[config.mk]
export PLATFORM = sky130hd
export DESIGN_NAME = chroma_key_pixel_mixer
export DESIGN_NICKNAME = d
export VERILOG_FILES = /design/src/sv/ckm_pkg.sv /design/src/sv/ckm_rotate.sv /design/src/sv/ckm_wedge.sv /design/src/sv/ckm_key.sv /design/src/sv/ckm_mix.sv /design/src/sv/chroma_key_pixel_mixer.sv
export SDC_FILE = /design/constraint.sdc
export NUM_CORES = 2
export LEC_CHECK = 0
export BUFFER_PORTS_ARGS = -buffer_cell sky130_fd_sc_hd__buf_2
export CAP_MARGIN = 10
export CORE_MARGIN = 2
export CORE_UTILIZATION = 60
export DETAILED_ROUTE_END_ITERATION = 10
export MAX_ROUTING_LAYER = met4
export PLACE_DENSITY = 0.84
export SKIP_CTS_REPAIR_TIMING = 1
export SKIP_LAST_GASP = 1
export SLEW_MARGIN = 20
export SYNTH_ARGS = -nofsm -noshare
export SYNTH_HDL_FRONTEND = slang
export SYNTH_SLANG_ARGS = --single-unit
[constraint.sdc]
create_clock -name clk -period 7.65 [get_ports clk]
set_input_delay 0.3825 -clock clk [delete_from_list [all_inputs] [get_ports clk]]
set_output_delay 0.3825 -clock clk [all_outputs]
set_load 0.02 [all_outputs]
[src/sv/ckm_pkg.sv]
// Shared types, register indexes and constants for the chroma key pixel mixer.
`timescale 1ns / 1ps
`default_nettype none
package ckm_pkg;

  typedef enum logic [2:0] {
    REG_KEY_CB_UNIT         = 3'd0,
    REG_KEY_CR_UNIT         = 3'd1,
    REG_ACCEPT_TANGENT      = 3'd2,
    REG_ACCEPT_COTANGENT    = 3'd3,
    REG_INVERSE_KEY_GAIN    = 3'd4,
    REG_LUMA_SUPPRESS_SCALE = 3'd5,
    REG_KEY_MAGNITUDE       = 3'd6,
    REG_NOISE_THRESHOLD     = 3'd7
  } cfg_idx_t;

  localparam int CfgDataW = 16;

  localparam logic [7:0] NoiseLuma   = 8'd16;
  localparam logic [7:0] NoiseChroma = 8'd128;
  localparam logic [7:0] FullBg      = 8'd255;
  localparam logic signed [8:0] ChromaOffset = 9'sd128;

  typedef struct packed {
    logic signed [7:0] key_cb_unit;
    logic signed [7:0] key_cr_unit;
    logic [11:0]       accept_tangent;
    logic [11:0]       accept_cotangent;
    logic signed [8:0] inverse_key_gain;
    logic [7:0]        luma_suppress_scale;
    logic [8:0]        key_magnitude;
    logic [15:0]       noise_threshold;
  } cfg_t;

  typedef struct packed {
    logic [7:0] fg_luma;
    logic [7:0] fg_blue_diff;
    logic [7:0] fg_red_diff;
    logic [7:0] bg_luma;
    logic [7:0] bg_blue_diff;
    logic [7:0] bg_red_diff;
  } pix_t;

  typedef struct packed {
    logic signed [7:0] x;
    logic signed [7:0] z;
    pix_t              pix;
  } rot_t;

  typedef struct packed {
    logic signed [7:0] x;
    logic signed [7:0] z;
    logic [7:0]        e;
    logic [6:0]        bound;
    logic [7:0]        absz;
    logic [7:0]        n;
    pix_t              pix;
  } wedge_t;

  typedef struct packed {
    logic       keyed;
    logic [7:0] kbg;
    logic [7:0] ly;
    logic [7:0] lu;
    logic [7:0] lv;
    pix_t       pix;
  } key_t;

  function automatic logic signed [7:0] clamp_s8(input logic signed [10:0] v);
    logic signed [7:0] r;
    if (v < -11'sd128) begin
      r = -8'sd128;
    end else if (v > 11'sd127) begin
      r = 8'sd127;
    end else begin
      r = v[7:0];
    end
    return r;
  endfunction

endpackage
`default_nettype wire

[src/sv/ckm_rotate.sv]
// Stage one: rotates foreground chroma into key-aligned X and Z coordinates.
`timescale 1ns / 1ps
`default_nettype none
module ckm_rotate (
  input  wire logic          clk,
  input  wire logic          en,
  input  wire ckm_pkg::cfg_t cfg,
  input  wire ckm_pkg::pix_t pix,
  output ckm_pkg::rot_t      q_r
);
  import ckm_pkg::*;

  logic signed [8:0]  fu_s;
  logic signed [8:0]  fv_s;
  logic signed [16:0] p_ucb;
  logic signed [16:0] p_vcr;
  logic signed [16:0] p_vcb;
  logic signed [16:0] p_ucr;
  logic signed [17:0] sx;
  logic signed [17:0] sz;
  rot_t               q_nxt;

  always_comb begin
    fu_s  = $signed({1'b0, pix.fg_blue_diff});
    fv_s  = $signed({1'b0, pix.fg_red_diff});
    p_ucb = fu_s * cfg.key_cb_unit;
    p_vcr = fv_s * cfg.key_cr_unit;
    p_vcb = fv_s * cfg.key_cb_unit;
    p_ucr = fu_s * cfg.key_cr_unit;
    sx    = 18'(p_ucb) + 18'(p_vcr);
    sz    = 18'(p_vcb) - 18'(p_ucr);
    q_nxt.x   = clamp_s8($signed(sx[17:7]));
    q_nxt.z   = clamp_s8($signed(sz[17:7]));
    q_nxt.pix = pix;
  end

  always_ff @(posedge clk) begin
    if (en) begin
      q_r <= q_nxt;
    end
  end

endmodule
`default_nettype wire

[src/sv/ckm_wedge.sv]
// Stage two: wedge bound, wedge edge, absolute Z and noise distance.
`timescale 1ns / 1ps
`default_nettype none
module ckm_wedge (
  input  wire logic          clk,
  input  wire logic          en,
  input  wire ckm_pkg::cfg_t cfg,
  input  wire ckm_pkg::rot_t d,
  output ckm_pkg::wedge_t    q_r
);
  import ckm_pkg::*;

  logic signed [20:0] p_bound;
  logic signed [20:0] p_edge;
  logic signed [15:0] p_zz;
  logic [15:0]        p_km;
  logic [7:0]         b8;
  logic [7:0]         zu;
  wedge_t             q_nxt;

  always_comb begin
    p_bound = d.x * $signed({1'b0, cfg.accept_tangent});
    p_edge  = d.z * $signed({1'b0, cfg.accept_cotangent});
    p_zz    = d.z * d.z;
    p_km    = cfg.key_magnitude[7:0] * cfg.key_magnitude[7:0];
    b8      = p_bound[11:4];
    zu      = d.z;
    q_nxt.x     = d.x;
    q_nxt.z     = d.z;
    q_nxt.e     = p_edge[11:4];
    q_nxt.bound = b8[7] ? 7'h7f : b8[6:0];
    q_nxt.absz  = zu[7] ? (~zu + 8'd1) : zu;
    q_nxt.n     = p_zz[7:0] + p_km[7:0];
    q_nxt.pix   = d.pix;
  end

  always_ff @(posedge clk) begin
    if (en) begin
      q_r <= q_nxt;
    end
  end

endmodule
`default_nettype wire

[src/sv/ckm_key.sv]
// Stage three: key decision, key factor, suppressed luma and rebuilt chroma.
`timescale 1ns / 1ps
`default_nettype none
module ckm_key (
  input  wire logic            clk,
  input  wire logic            en,
  input  wire ckm_pkg::cfg_t   cfg,
  input  wire ckm_pkg::wedge_t d,
  output ckm_pkg::key_t        q_r
);
  import ckm_pkg::*;

  logic [7:0]         dd;
  logic [7:0]         xu;
  logic signed [17:0] p_gain;
  logic signed [16:0] kb;
  logic [15:0]        p_luma;
  logic signed [8:0]  kcbm;
  logic signed [8:0]  kcrm;
  logic signed [8:0]  e_s;
  logic signed [17:0] p_ecb;
  logic signed [17:0] p_ecr;
  logic signed [16:0] p_zcr;
  logic signed [16:0] p_zcb;
  logic signed [18:0] su;
  logic signed [18:0] sv;
  logic               noise;
  key_t               q_nxt;

  always_comb begin
    xu     = d.x;
    dd     = xu - d.e;
    p_gain = cfg.inverse_key_gain * $signed({1'b0, dd});
    kb     = $signed(p_gain[17:1]);
    p_luma = dd * cfg.luma_suppress_scale;
    kcbm   = $signed({cfg.key_cb_unit[7], cfg.key_cb_unit}) - ChromaOffset;
    kcrm   = $signed({cfg.key_cr_unit[7], cfg.key_cr_unit}) - ChromaOffset;
    e_s    = $signed({1'b0, d.e});
    p_ecb  = e_s * kcbm;
    p_ecr  = e_s * kcrm;
    p_zcr  = d.z * kcrm;
    p_zcb  = d.z * kcbm;
    su     = 19'(p_ecb) - 19'(p_zcr);
    sv     = 19'(p_ecr) - 19'(p_zcb);
    noise  = {8'd0, d.n} < cfg.noise_threshold;

    q_nxt.keyed = {1'b0, d.absz} < {2'b00, d.bound};
    q_nxt.pix   = d.pix;
    if (noise) begin
      q_nxt.kbg = FullBg;
      q_nxt.ly  = NoiseLuma;
      q_nxt.lu  = NoiseChroma;
      q_nxt.lv  = NoiseChroma;
    end else begin
      if (kb < 17'sd0) begin
        q_nxt.kbg = 8'd0;
      end else if (kb > 17'sd255) begin
        q_nxt.kbg = FullBg;
      end else begin
        q_nxt.kbg = kb[7:0];
      end
      q_nxt.ly = d.pix.fg_luma - p_luma[11:4];
      q_nxt.lu = su[14:7];
      q_nxt.lv = sv[14:7];
    end
  end

  always_ff @(posedge clk) begin
    if (en) begin
      q_r <= q_nxt;
    end
  end

endmodule
`default_nettype wire

[src/sv/ckm_mix.sv]
// Stage four: background mix for keyed pixels, foreground pass for the rest.
`timescale 1ns / 1ps
`default_nettype none
module ckm_mix (
  input  wire logic          clk,
  input  wire logic          en,
  input  wire ckm_pkg::key_t d,
  output logic [7:0]         luma_r,
  output logic [7:0]         blue_r,
  output logic [7:0]         red_r
);
  import ckm_pkg::*;

  logic [15:0] p_y;
  logic [15:0] p_u;
  logic [15:0] p_v;
  logic [16:0] s_y;
  logic [16:0] s_u;
  logic [16:0] s_v;
  logic [7:0]  luma_nxt;
  logic [7:0]  blue_nxt;
  logic [7:0]  red_nxt;

  always_comb begin
    p_y = d.kbg * d.pix.bg_luma;
    p_u = d.kbg * d.pix.bg_blue_diff;
    p_v = d.kbg * d.pix.bg_red_diff;
    s_y = {9'd0, d.ly} + {1'b0, p_y};
    s_u = {9'd0, d.lu} + {1'b0, p_u};
    s_v = {9'd0, d.lv} + {1'b0, p_v};
    if (d.keyed) begin
      luma_nxt = s_y[15:8];
      blue_nxt = s_u[15:8];
      red_nxt  = s_v[15:8];
    end else begin
      luma_nxt = d.pix.fg_luma;
      blue_nxt = d.pix.fg_blue_diff;
      red_nxt  = d.pix.fg_red_diff;
    end
  end

  always_ff @(posedge clk) begin
    if (en) begin
      luma_r <= luma_nxt;
      blue_r <= blue_nxt;
      red_r  <= red_nxt;
    end
  end

endmodule
`default_nettype wire

[src/sv/chroma_key_pixel_mixer.sv]
// Top level of the chroma key pixel mixer: registers, stage control and stages.
// An accepted word passes the rotate, wedge, key and mix registers in order.
// Throughput is one word per cycle with out_ready high; each of the four stages
// holds one word and moves it on when the stage after it is empty or moving.
// Reset clears the stage valid bits and loads the key registers with defaults.
`timescale 1ns / 1ps
`default_nettype none
module chroma_key_pixel_mixer (
  input  wire logic        clk,
  input  wire logic        rst_n,
  input  wire logic        cfg_we,
  input  wire logic [2:0]  cfg_index,
  input  wire logic [15:0] cfg_data,
  input  wire logic        in_valid,
  output logic             in_ready,
  input  wire logic [7:0]  in_fg_luma,
  input  wire logic [7:0]  in_fg_blue_diff,
  input  wire logic [7:0]  in_fg_red_diff,
  input  wire logic [7:0]  in_bg_luma,
  input  wire logic [7:0]  in_bg_blue_diff,
  input  wire logic [7:0]  in_bg_red_diff,
  output logic             out_valid,
  input  wire logic        out_ready,
  output logic [7:0]       out_luma,
  output logic [7:0]       out_blue_diff,
  output logic [7:0]       out_red_diff
);
  import ckm_pkg::*;

  cfg_t   cfg_r;
  pix_t   pix;
  rot_t   rot_q;
  wedge_t wedge_q;
  key_t   key_q;
  logic   v1_r;
  logic   v2_r;
  logic   v3_r;
  logic   v4_r;
  logic   adv1;
  logic   adv2;
  logic   adv3;
  logic   adv4;

  always_ff @(posedge clk) begin
    if (!rst_n) begin
      cfg_r.key_cb_unit         <= 8'sd90;
      cfg_r.key_cr_unit         <= 8'sd90;
      cfg_r.accept_tangent      <= 12'd4;
      cfg_r.accept_cotangent    <= 12'd55;
      cfg_r.inverse_key_gain    <= -9'sd252;
      cfg_r.luma_suppress_scale <= 8'd1;
      cfg_r.key_magnitude       <= 9'd181;
      cfg_r.noise_threshold     <= 16'd1;
    end else if (cfg_we) begin
      case (cfg_idx_t'(cfg_index))
        REG_KEY_CB_UNIT:         cfg_r.key_cb_unit         <= cfg_data[7:0];
        REG_KEY_CR_UNIT:         cfg_r.key_cr_unit         <= cfg_data[7:0];
        REG_ACCEPT_TANGENT:      cfg_r.accept_tangent      <= cfg_data[11:0];
        REG_ACCEPT_COTANGENT:    cfg_r.accept_cotangent    <= cfg_data[11:0];
        REG_INVERSE_KEY_GAIN:    cfg_r.inverse_key_gain    <= cfg_data[8:0];
        REG_LUMA_SUPPRESS_SCALE: cfg_r.luma_suppress_scale <= cfg_data[7:0];
        REG_KEY_MAGNITUDE:       cfg_r.key_magnitude       <= cfg_data[8:0];
        REG_NOISE_THRESHOLD:     cfg_r.noise_threshold     <= cfg_data[15:0];
        default: begin
        end
      endcase
    end
  end

  assign adv4      = !v4_r || out_ready;
  assign adv3      = !v3_r || adv4;
  assign adv2      = !v2_r || adv3;
  assign adv1      = !v1_r || adv2;
  assign in_ready  = adv1;
  assign out_valid = v4_r;

  always_ff @(posedge clk) begin
    if (!rst_n) begin
      v1_r <= 1'b0;
      v2_r <= 1'b0;
      v3_r <= 1'b0;
      v4_r <= 1'b0;
    end else begin
      if (adv1) begin
        v1_r <= in_valid;
      end
      if (adv2) begin
        v2_r <= v1_r;
      end
      if (adv3) begin
        v3_r <= v2_r;
      end
      if (adv4) begin
        v4_r <= v3_r;
      end
    end
  end

  always_comb begin
    pix.fg_luma      = in_fg_luma;
    pix.fg_blue_diff = in_fg_blue_diff;
    pix.fg_red_diff  = in_fg_red_diff;
    pix.bg_luma      = in_bg_luma;
    pix.bg_blue_diff = in_bg_blue_diff;
    pix.bg_red_diff  = in_bg_red_diff;
  end

  ckm_rotate u_rotate (
    .clk (clk),
    .en  (adv1 && in_valid),
    .cfg (cfg_r),
    .pix (pix),
    .q_r (rot_q)
  );

  ckm_wedge u_wedge (
    .clk (clk),
    .en  (adv2 && v1_r),
    .cfg (cfg_r),
    .d   (rot_q),
    .q_r (wedge_q)
  );

  ckm_key u_key (
    .clk (clk),
    .en  (adv3 && v2_r),
    .cfg (cfg_r),
    .d   (wedge_q),
    .q_r (key_q)
  );

  ckm_mix u_mix (
    .clk    (clk),
    .en     (adv4 && v3_r),
    .d      (key_q),
    .luma_r (out_luma),
    .blue_r (out_blue_diff),
    .red_r  (out_red_diff)
  );

endmodule
`default_nettype wire

## Word level (Yosys, flattened, before mapping)

Cells that the tools add are included.

| word-level totals | value |
|---|---|
| register bits after elaboration | 349 |
| bits of input ports | 72 |
| output and inout bits | 26 |
| logic and storage cells | 122 |

| cells by class | value |
|---|---|
| add/subtract/negate cells | 13 |
| multipliers | 17 |
| $lt $le $gt $ge | 8 |
| equality and inequality tests | 7 |
| multiplexer cells | 8 |
| bitwise operators | 1 |
| reductions and logical operators | 21 |

Operators with widths:

| kind | count |
|---|---|
| 9-bit by 8-bit multiplier with 17-bit output | 4 |
| 8-bit 2-to-1 mux | 7 |
| 8-bit by 16-bit adder with 16-bit output | 3 |
| 8-bit by 8-bit multiplier with 16-bit output | 3 |
| 8-bit by 9-bit multiplier with 15-bit output | 2 |
| 9-bit by 9-bit multiplier with 15-bit output | 2 |
| 15-bit subtractor | 2 |
| 8-bit by 13-bit multiplier with 12-bit output | 2 |
| 11-bit by 8-bit greater-than comparator with 1-bit output (second input constant) | 2 |
| 11-bit by 8-bit less-than comparator with 1-bit output (second input constant) | 2 |
| 17-bit by 17-bit adder with 18-bit output | 1 |
| 9-bit by 9-bit multiplier with 18-bit output | 1 |
| 17-bit by 17-bit subtractor with 18-bit output | 1 |
| 8-bit by 9-bit subtractor with 9-bit output (second input constant) | 2 |
| 17-bit by 9-bit greater-than comparator with 1-bit output (second input constant) | 1 |
| 17-bit by 1-bit less-than comparator with 1-bit output (second input constant) | 1 |
| 8-bit by 16-bit less-than comparator with 1-bit output | 1 |
| 8-bit by 8-bit multiplier with 8-bit output | 2 |
| 2-bit AND reduction | 8 |
| 8-bit subtractor | 2 |
| 3-bit equality test (second input constant) | 4 |
| 8-bit by 8-bit multiplier with 12-bit output | 1 |
| 8-bit by 1-bit adder with 8-bit output (second input constant) | 1 |
| 8-bit adder | 1 |
| 9 further kinds | 19 |

## Longest topological paths before layout

| depth | value |
|---|---|
| word-level depth | 6 |
| gate-level depth with buffers | 32 |
| depth with buffers taken out | 30 |

## Modules after synthesis

A second synthesis with hierarchy kept.

| unflattened totals | value |
|---|---|
| cell total of the unflattened synthesis | 4690 |
| area, all modules | 46950.0 um^2 |

Modules (own cells, without submodules):

| module | times used | cells an instance | area an instance (um^2) | seq. area each (um^2) |
|---|---|---|---|---|
| ckm_key | 1 | 1767 | 17103.9 | 2432.3 |
| ckm_rotate | 1 | 1119 | 11157.0 | 1921.8 |
| ckm_wedge | 1 | 727 | 8221.6 | 2822.7 |
| ckm_mix | 1 | 755 | 7124.3 | 720.7 |
| chroma_key_pixel_mixer | 1 | 322 | 3343.2 | 1721.7 |

## Worst setup path after synthesis

No wires, ideal clock.

| path | value |
|---|---|
| kind | register -> register |
| from | register v4_r, in the netlist out_valid |
| to | register u_wedge.q_r[0] in the netlist's numbering, enable pin |
| setup time | 0.690 ns |
| data arrival time | 7.583 ns |
| data required time | 6.960 ns |
| setup slack | -0.623 ns |
| cell stages (with the launch flop) | 4 |
| buffers on the path | 0 |
| period minus slack after synthesis | 8.273 ns |
| cells stage by stage | dfxtp_1 -> nor2b_1 -> and2_0 -> a21boi_0 |

| between the ends | value |
|---|---|
| word-level cells in the longest chain between the ends | 5 |

RTL lines:

| what | RTL line | RTL |
|---|---|---|
| start: declaration | chroma_key_pixel_mixer.sv:38 | `logic v4_r;` |
| start signal: assignment | chroma_key_pixel_mixer.sv:94 | `v4_r <= v3_r;` |
| 1-bit logical NOT | chroma_key_pixel_mixer.sv:70 | `assign adv4 = !v4_r \|\| out_ready;` |
| 1-bit logical OR | chroma_key_pixel_mixer.sv:70 |  |
| 1-bit logical OR | chroma_key_pixel_mixer.sv:71 | `assign adv3 = !v3_r \|\| adv4;` |
| 1-bit logical OR | chroma_key_pixel_mixer.sv:72 | `assign adv2 = !v2_r \|\| adv3;` |
| 1-bit logical AND | chroma_key_pixel_mixer.sv:118 | `.en (adv2 && v1_r),` |
| via u_wedge.en | ckm_wedge.sv:6 | `input wire logic en,` |
| end signal: assignment | ckm_wedge.sv:39 | `q_r <= q_nxt;` |
| end: declaration | ckm_wedge.sv:9 | `output ckm_pkg::wedge_t q_r` |

The timed path passes the listed nets, and every way through them passes these cells.
A chain may end at the register's enable or synchronous reset.

## Final worst setup path

| path | value |
|---|---|
| from | register cfg_r[79] in the netlist's numbering |
| to | register u_rotate.q_r[56] in the netlist's numbering, data pin |

| between the ends | value |
|---|---|
| word-level cells in the longest chain between the ends | 4 |
| elaborated cells between the ends (all ways) | 5 |
| classes of those cells | 1 x add/sub; 1 x mul; 2 x order compare; 1 x mux |

RTL lines:

| what | RTL line | RTL |
|---|---|---|
| start: declaration | chroma_key_pixel_mixer.sv:30 | `cfg_t cfg_r;` |
| 9-bit by 8-bit multiplier with 17-bit output * | ckm_rotate.sv:26 | `p_ucb = fu_s * cfg.key_cb_unit;` |
| 17-bit by 17-bit adder with 18-bit output * | ckm_rotate.sv:30 | `sx = 18'(p_ucb) + 18'(p_vcr);` |
| 11-bit by 8-bit greater-than comparator with 1-bit output | ckm_pkg.sv:73 | `end else if (v > 11'sd127) begin` |
| 8-bit 2-to-1 mux | ckm_pkg.sv:73 |  |
| end signal: assignment | ckm_rotate.sv:39 | `q_r <= q_nxt;` |
| end: declaration | ckm_rotate.sv:9 | `output ckm_pkg::rot_t q_r` |

Mark *: on every way between the ends. The rest lies on a longest branch, timed or not.

==> flow_summary.toml <==
[sta]
fin_tns_setup_ps = 0
finalHoldViolCount = 0
worst_pin_slew_ps = 1130
setup_viol = 0
finalClockSkew_ps = 19.7
rsz0062_at_grt = "no"
min_period_ps = 7060
period_share = 0.922
drv_slew = 0
relSlewSlack = 0.239
max_freq_ghz = 0.142

[setup_path]
critPathRequiredTime_ps = 8050
reg2reg_to = "u_rotate.q_r[56]$_SDFFCE_PP0P_"
worstSetupStartpointType = "flop"
cp_max_fo = 19
crit_path_end_kind = "flop"
r2r-start = "cfg_r[79]$_SDFFE_PN0P_"
worstPathArrival_ps = 7460
startpoint = "cfg_r[79]$_SDFFE_PN0P_"
rrSetupSlack_ps = 590
reg2reg_depth = 23
path_class = "reg2reg"

[logic_synthesis]
yosys_warnings = 0
synth_mux_area_frac = 0.00543
synth_compound_area_frac = 0.0433
syn_nets = 5997
synth_flop_cell = "edfxtp_1"
synth_cells = 4666
yosys.area_share.adder = 0.462
synth_top_area_cell = "fa_1"
synth_top_area_frac = 0.320
synth_top_family_by_area = "adder cells"
synthSimpleGateAreaFrac = 0.154
synth.cell_area_um2 = 46100
yosys_register_bits = 347
synthArstFlopShare = 0
syn_avg_cell_area_um2 = 9.87
ys_types = 73
synth_enable_flop_cells = 263
synthTopCellsByArea = "fa_1, edfxtp_1, ha_1"
yosysSeqAreaShare = 0.208
synth_xor_area_frac = 0.0332

[grt]
grt_use_total = 0.286
grt_overflow = 0
grt_start_max_net_pins = 85
grt_pass1_wl_mm = 172
grt_pass1_vias = 34100
antenna_found_initial = 6

[hold_path]
min_path_type = "in2reg"
hp-start = "cfg_data[15]"
whs_path_depth = 3
hold_path_end = "cfg_r[15]$_SDFFE_PN0P_"

[flow_run]
drv_cap = 0

[detailed_routing]
routed_via_density = 5.47
wl_per_cell_um = 18.1
ant_nets = 0
drtIter0Drc = 1994
vias = 31700
routed_wl_mm = 105
drc_errors = 0
first_pass_iters = 5

[outcome]
status = "completed"

[floorplanning]
pin_count = 98
die_area_um2 = 79000
core-area_um2 = 75900
rows = 101
start_util = 0.607
fp.dieW_um = 281
die_h_um = 281

[clocking]
clock_path_buffers = 3
cts_inserted_buffers = 44
clock_sinks = 347
tritoncts = "built"
cts_htree_levels = 2
clk_latency_ps = 580
cts-root-buf = "clkbuf_16"
clkSlewWorstSetupHoldPaths_ps = 60

[finish]
layout-drive-gt1-share = 0.0533
final_nets = 6062
area_growth_pct = 7.09
nFillCells = 5689

[place]
place_congestion = 0.883
io_buffers = 97
dp_hpwl_mm = 80.4
## layout make-up
class	instances	area, µm²	share of cell area
multi-input combinational	3172	32200	0.653
sequential	347	9580	0.194
inverter	989	3710	0.0752
tap	1030	1290	0.0261
clock buffer	62	1230	0.0250
timing repair buffer	177	1190	0.0241
clock inverter	17	108	0.00218
antenna	8	20.0	0.000406
## sequential cells by signal (all words and copies together), names as in the netlist, 8 cells and up
register / cells
cfg_r: 80
u_wedge.q_r: 94
u_mix.luma_r: 8
u_mix.red_r: 8
u_key.q_r: 81
u_rotate.q_r: 64
u_mix.blue_r: 8
## cell families (layout without fill, tap and decap cells)
| logic type | Yosys count | in the layout |
|---|---|---|
| buffers and inverters | 1147 | 1245 |
| other | 0 | 8 |
| DFF | 347 | 347 |
| AOI/OAI and AO/OA | 297 | 297 |
| xor gates and xnor gates | 173 | 173 |
| muxes | 23 | 23 |
| adders and majority gates | 1259 | 1259 |
| and+or+nand+nor | 1420 | 1420 |
## worst max-delay path by stage
stage | to | slack, ps | cells past startpoint
4_1_cts | u_rotate.q_r[56]$_SDFFCE_PP0P_ | 640 | 23
2_1_floorplan | u_key.q_r[71]$_SDFFCE_PN0P_ | 470 | 31
3_5_place_dp | u_rotate.q_r[56]$_SDFFCE_PP0P_ | 690 | 23
3_3_place_gp | u_key.q_r[71]$_SDFFCE_PN0P_ | 840 | 30
6_report | u_rotate.q_r[56]$_SDFFCE_PP0P_ | 590 | 23
5_1_grt | u_key.q_r[71]$_SDFFCE_PN0P_ | 110 | 30
## through the flow
stage	setup slack [ps]	util	hold slack [ps]	std cells	instance area, µm²
detailed placement	686	0.627	405	5682	47600
finish	593	0.650	56.7	5802	49300
global route	105	0.650	65.8	5800	49300
global placement	837	0.627	401	5682	47600
floorplan	471	-	400	4666	46100
CTS	641	0.645	-49.5	5761	49000
## cell usage in the layout, fill, tap and decap left out, types with 6 or more instances in the layout
master	n
a21boi_0	61
a21o_1	27
a21oi_1	79
a31oi_1	12
and2_1	471
and3_1	11
buf_2	96
buf_4	48
clkbuf_1	14
clkbuf_16	46
clkinv_1	6
clkinv_2	7
dfxtp_1	84
diode_2	8
dlygate4sd3_1	32
edfxtp_1	263
fa_1	737
ha_1	522
inv_1	986
mux2_2	16
mux2i_1	7
nand2_1	610
nand2b_1	42
nand3_1	41
nand4_1	7
nor2_1	94
nor2b_1	67
nor3_1	32
o21a_1	20
o21ai_0	36
o21bai_1	15
or2_2	8
xnor2_1	126
xor2_1	46
## worst max-delay path, stage by stage, from the launching register on
cell      delay [ps]
dfxtp_1          910
nand2_1          160
fa_1             540
inv_1             50
fa_1             480
inv_1             60
fa_1             500
inv_1             50
fa_1             500
fa_1             490
inv_1             50
fa_1             470
inv_1             40
ha_1             310
nand3_1          180
nor2_1           100
a21oi_2          260
a31oi_1          240
nor4b_1          310
a211oi_1         100
or4b_1           540
nand3b_1         170
nand3_4          120
o21ai_0          230
## per-layer routing
layer | vias to the layer above | part of all wire | track usage
met4 | 0 | 0.038 | 0.0982
met1 | 15900 | 0.40 | 0.351
met2 | 1107 | 0.50 | 0.487
met5 | - | 0 | -
li1 | 14400 | - | -
met3 | 284 | 0.065 | 0.0387
## cell usage after synthesis (5+ instances only)
cell type and instances:
o31ai_1 5, o21bai_1 15, and3_1 11, nand2b_1 42, buf_4 6, fa_1 737
xnor2_1 126, o21ai_0 36, nand3_1 41, a41o_1 5, clkbuf_1 149, nand4_1 7
or2_2 8, edfxtp_1 263, ha_1 522, a31oi_1 13, a21oi_1 79, inv_1 986
nor3_1 33, xor2_1 46, mux2i_1 7, nand2_1 610, nor2b_1 69, mux2_2 16
dfxtp_1 84, nor2_1 95, o21a_1 20, and2_1 471, a21boi_0 62, a21o_1 27
Power is left out: the tool's default activity adds up to more than one toggle a clock period on the data nets, which glitch-free logic cannot reach.
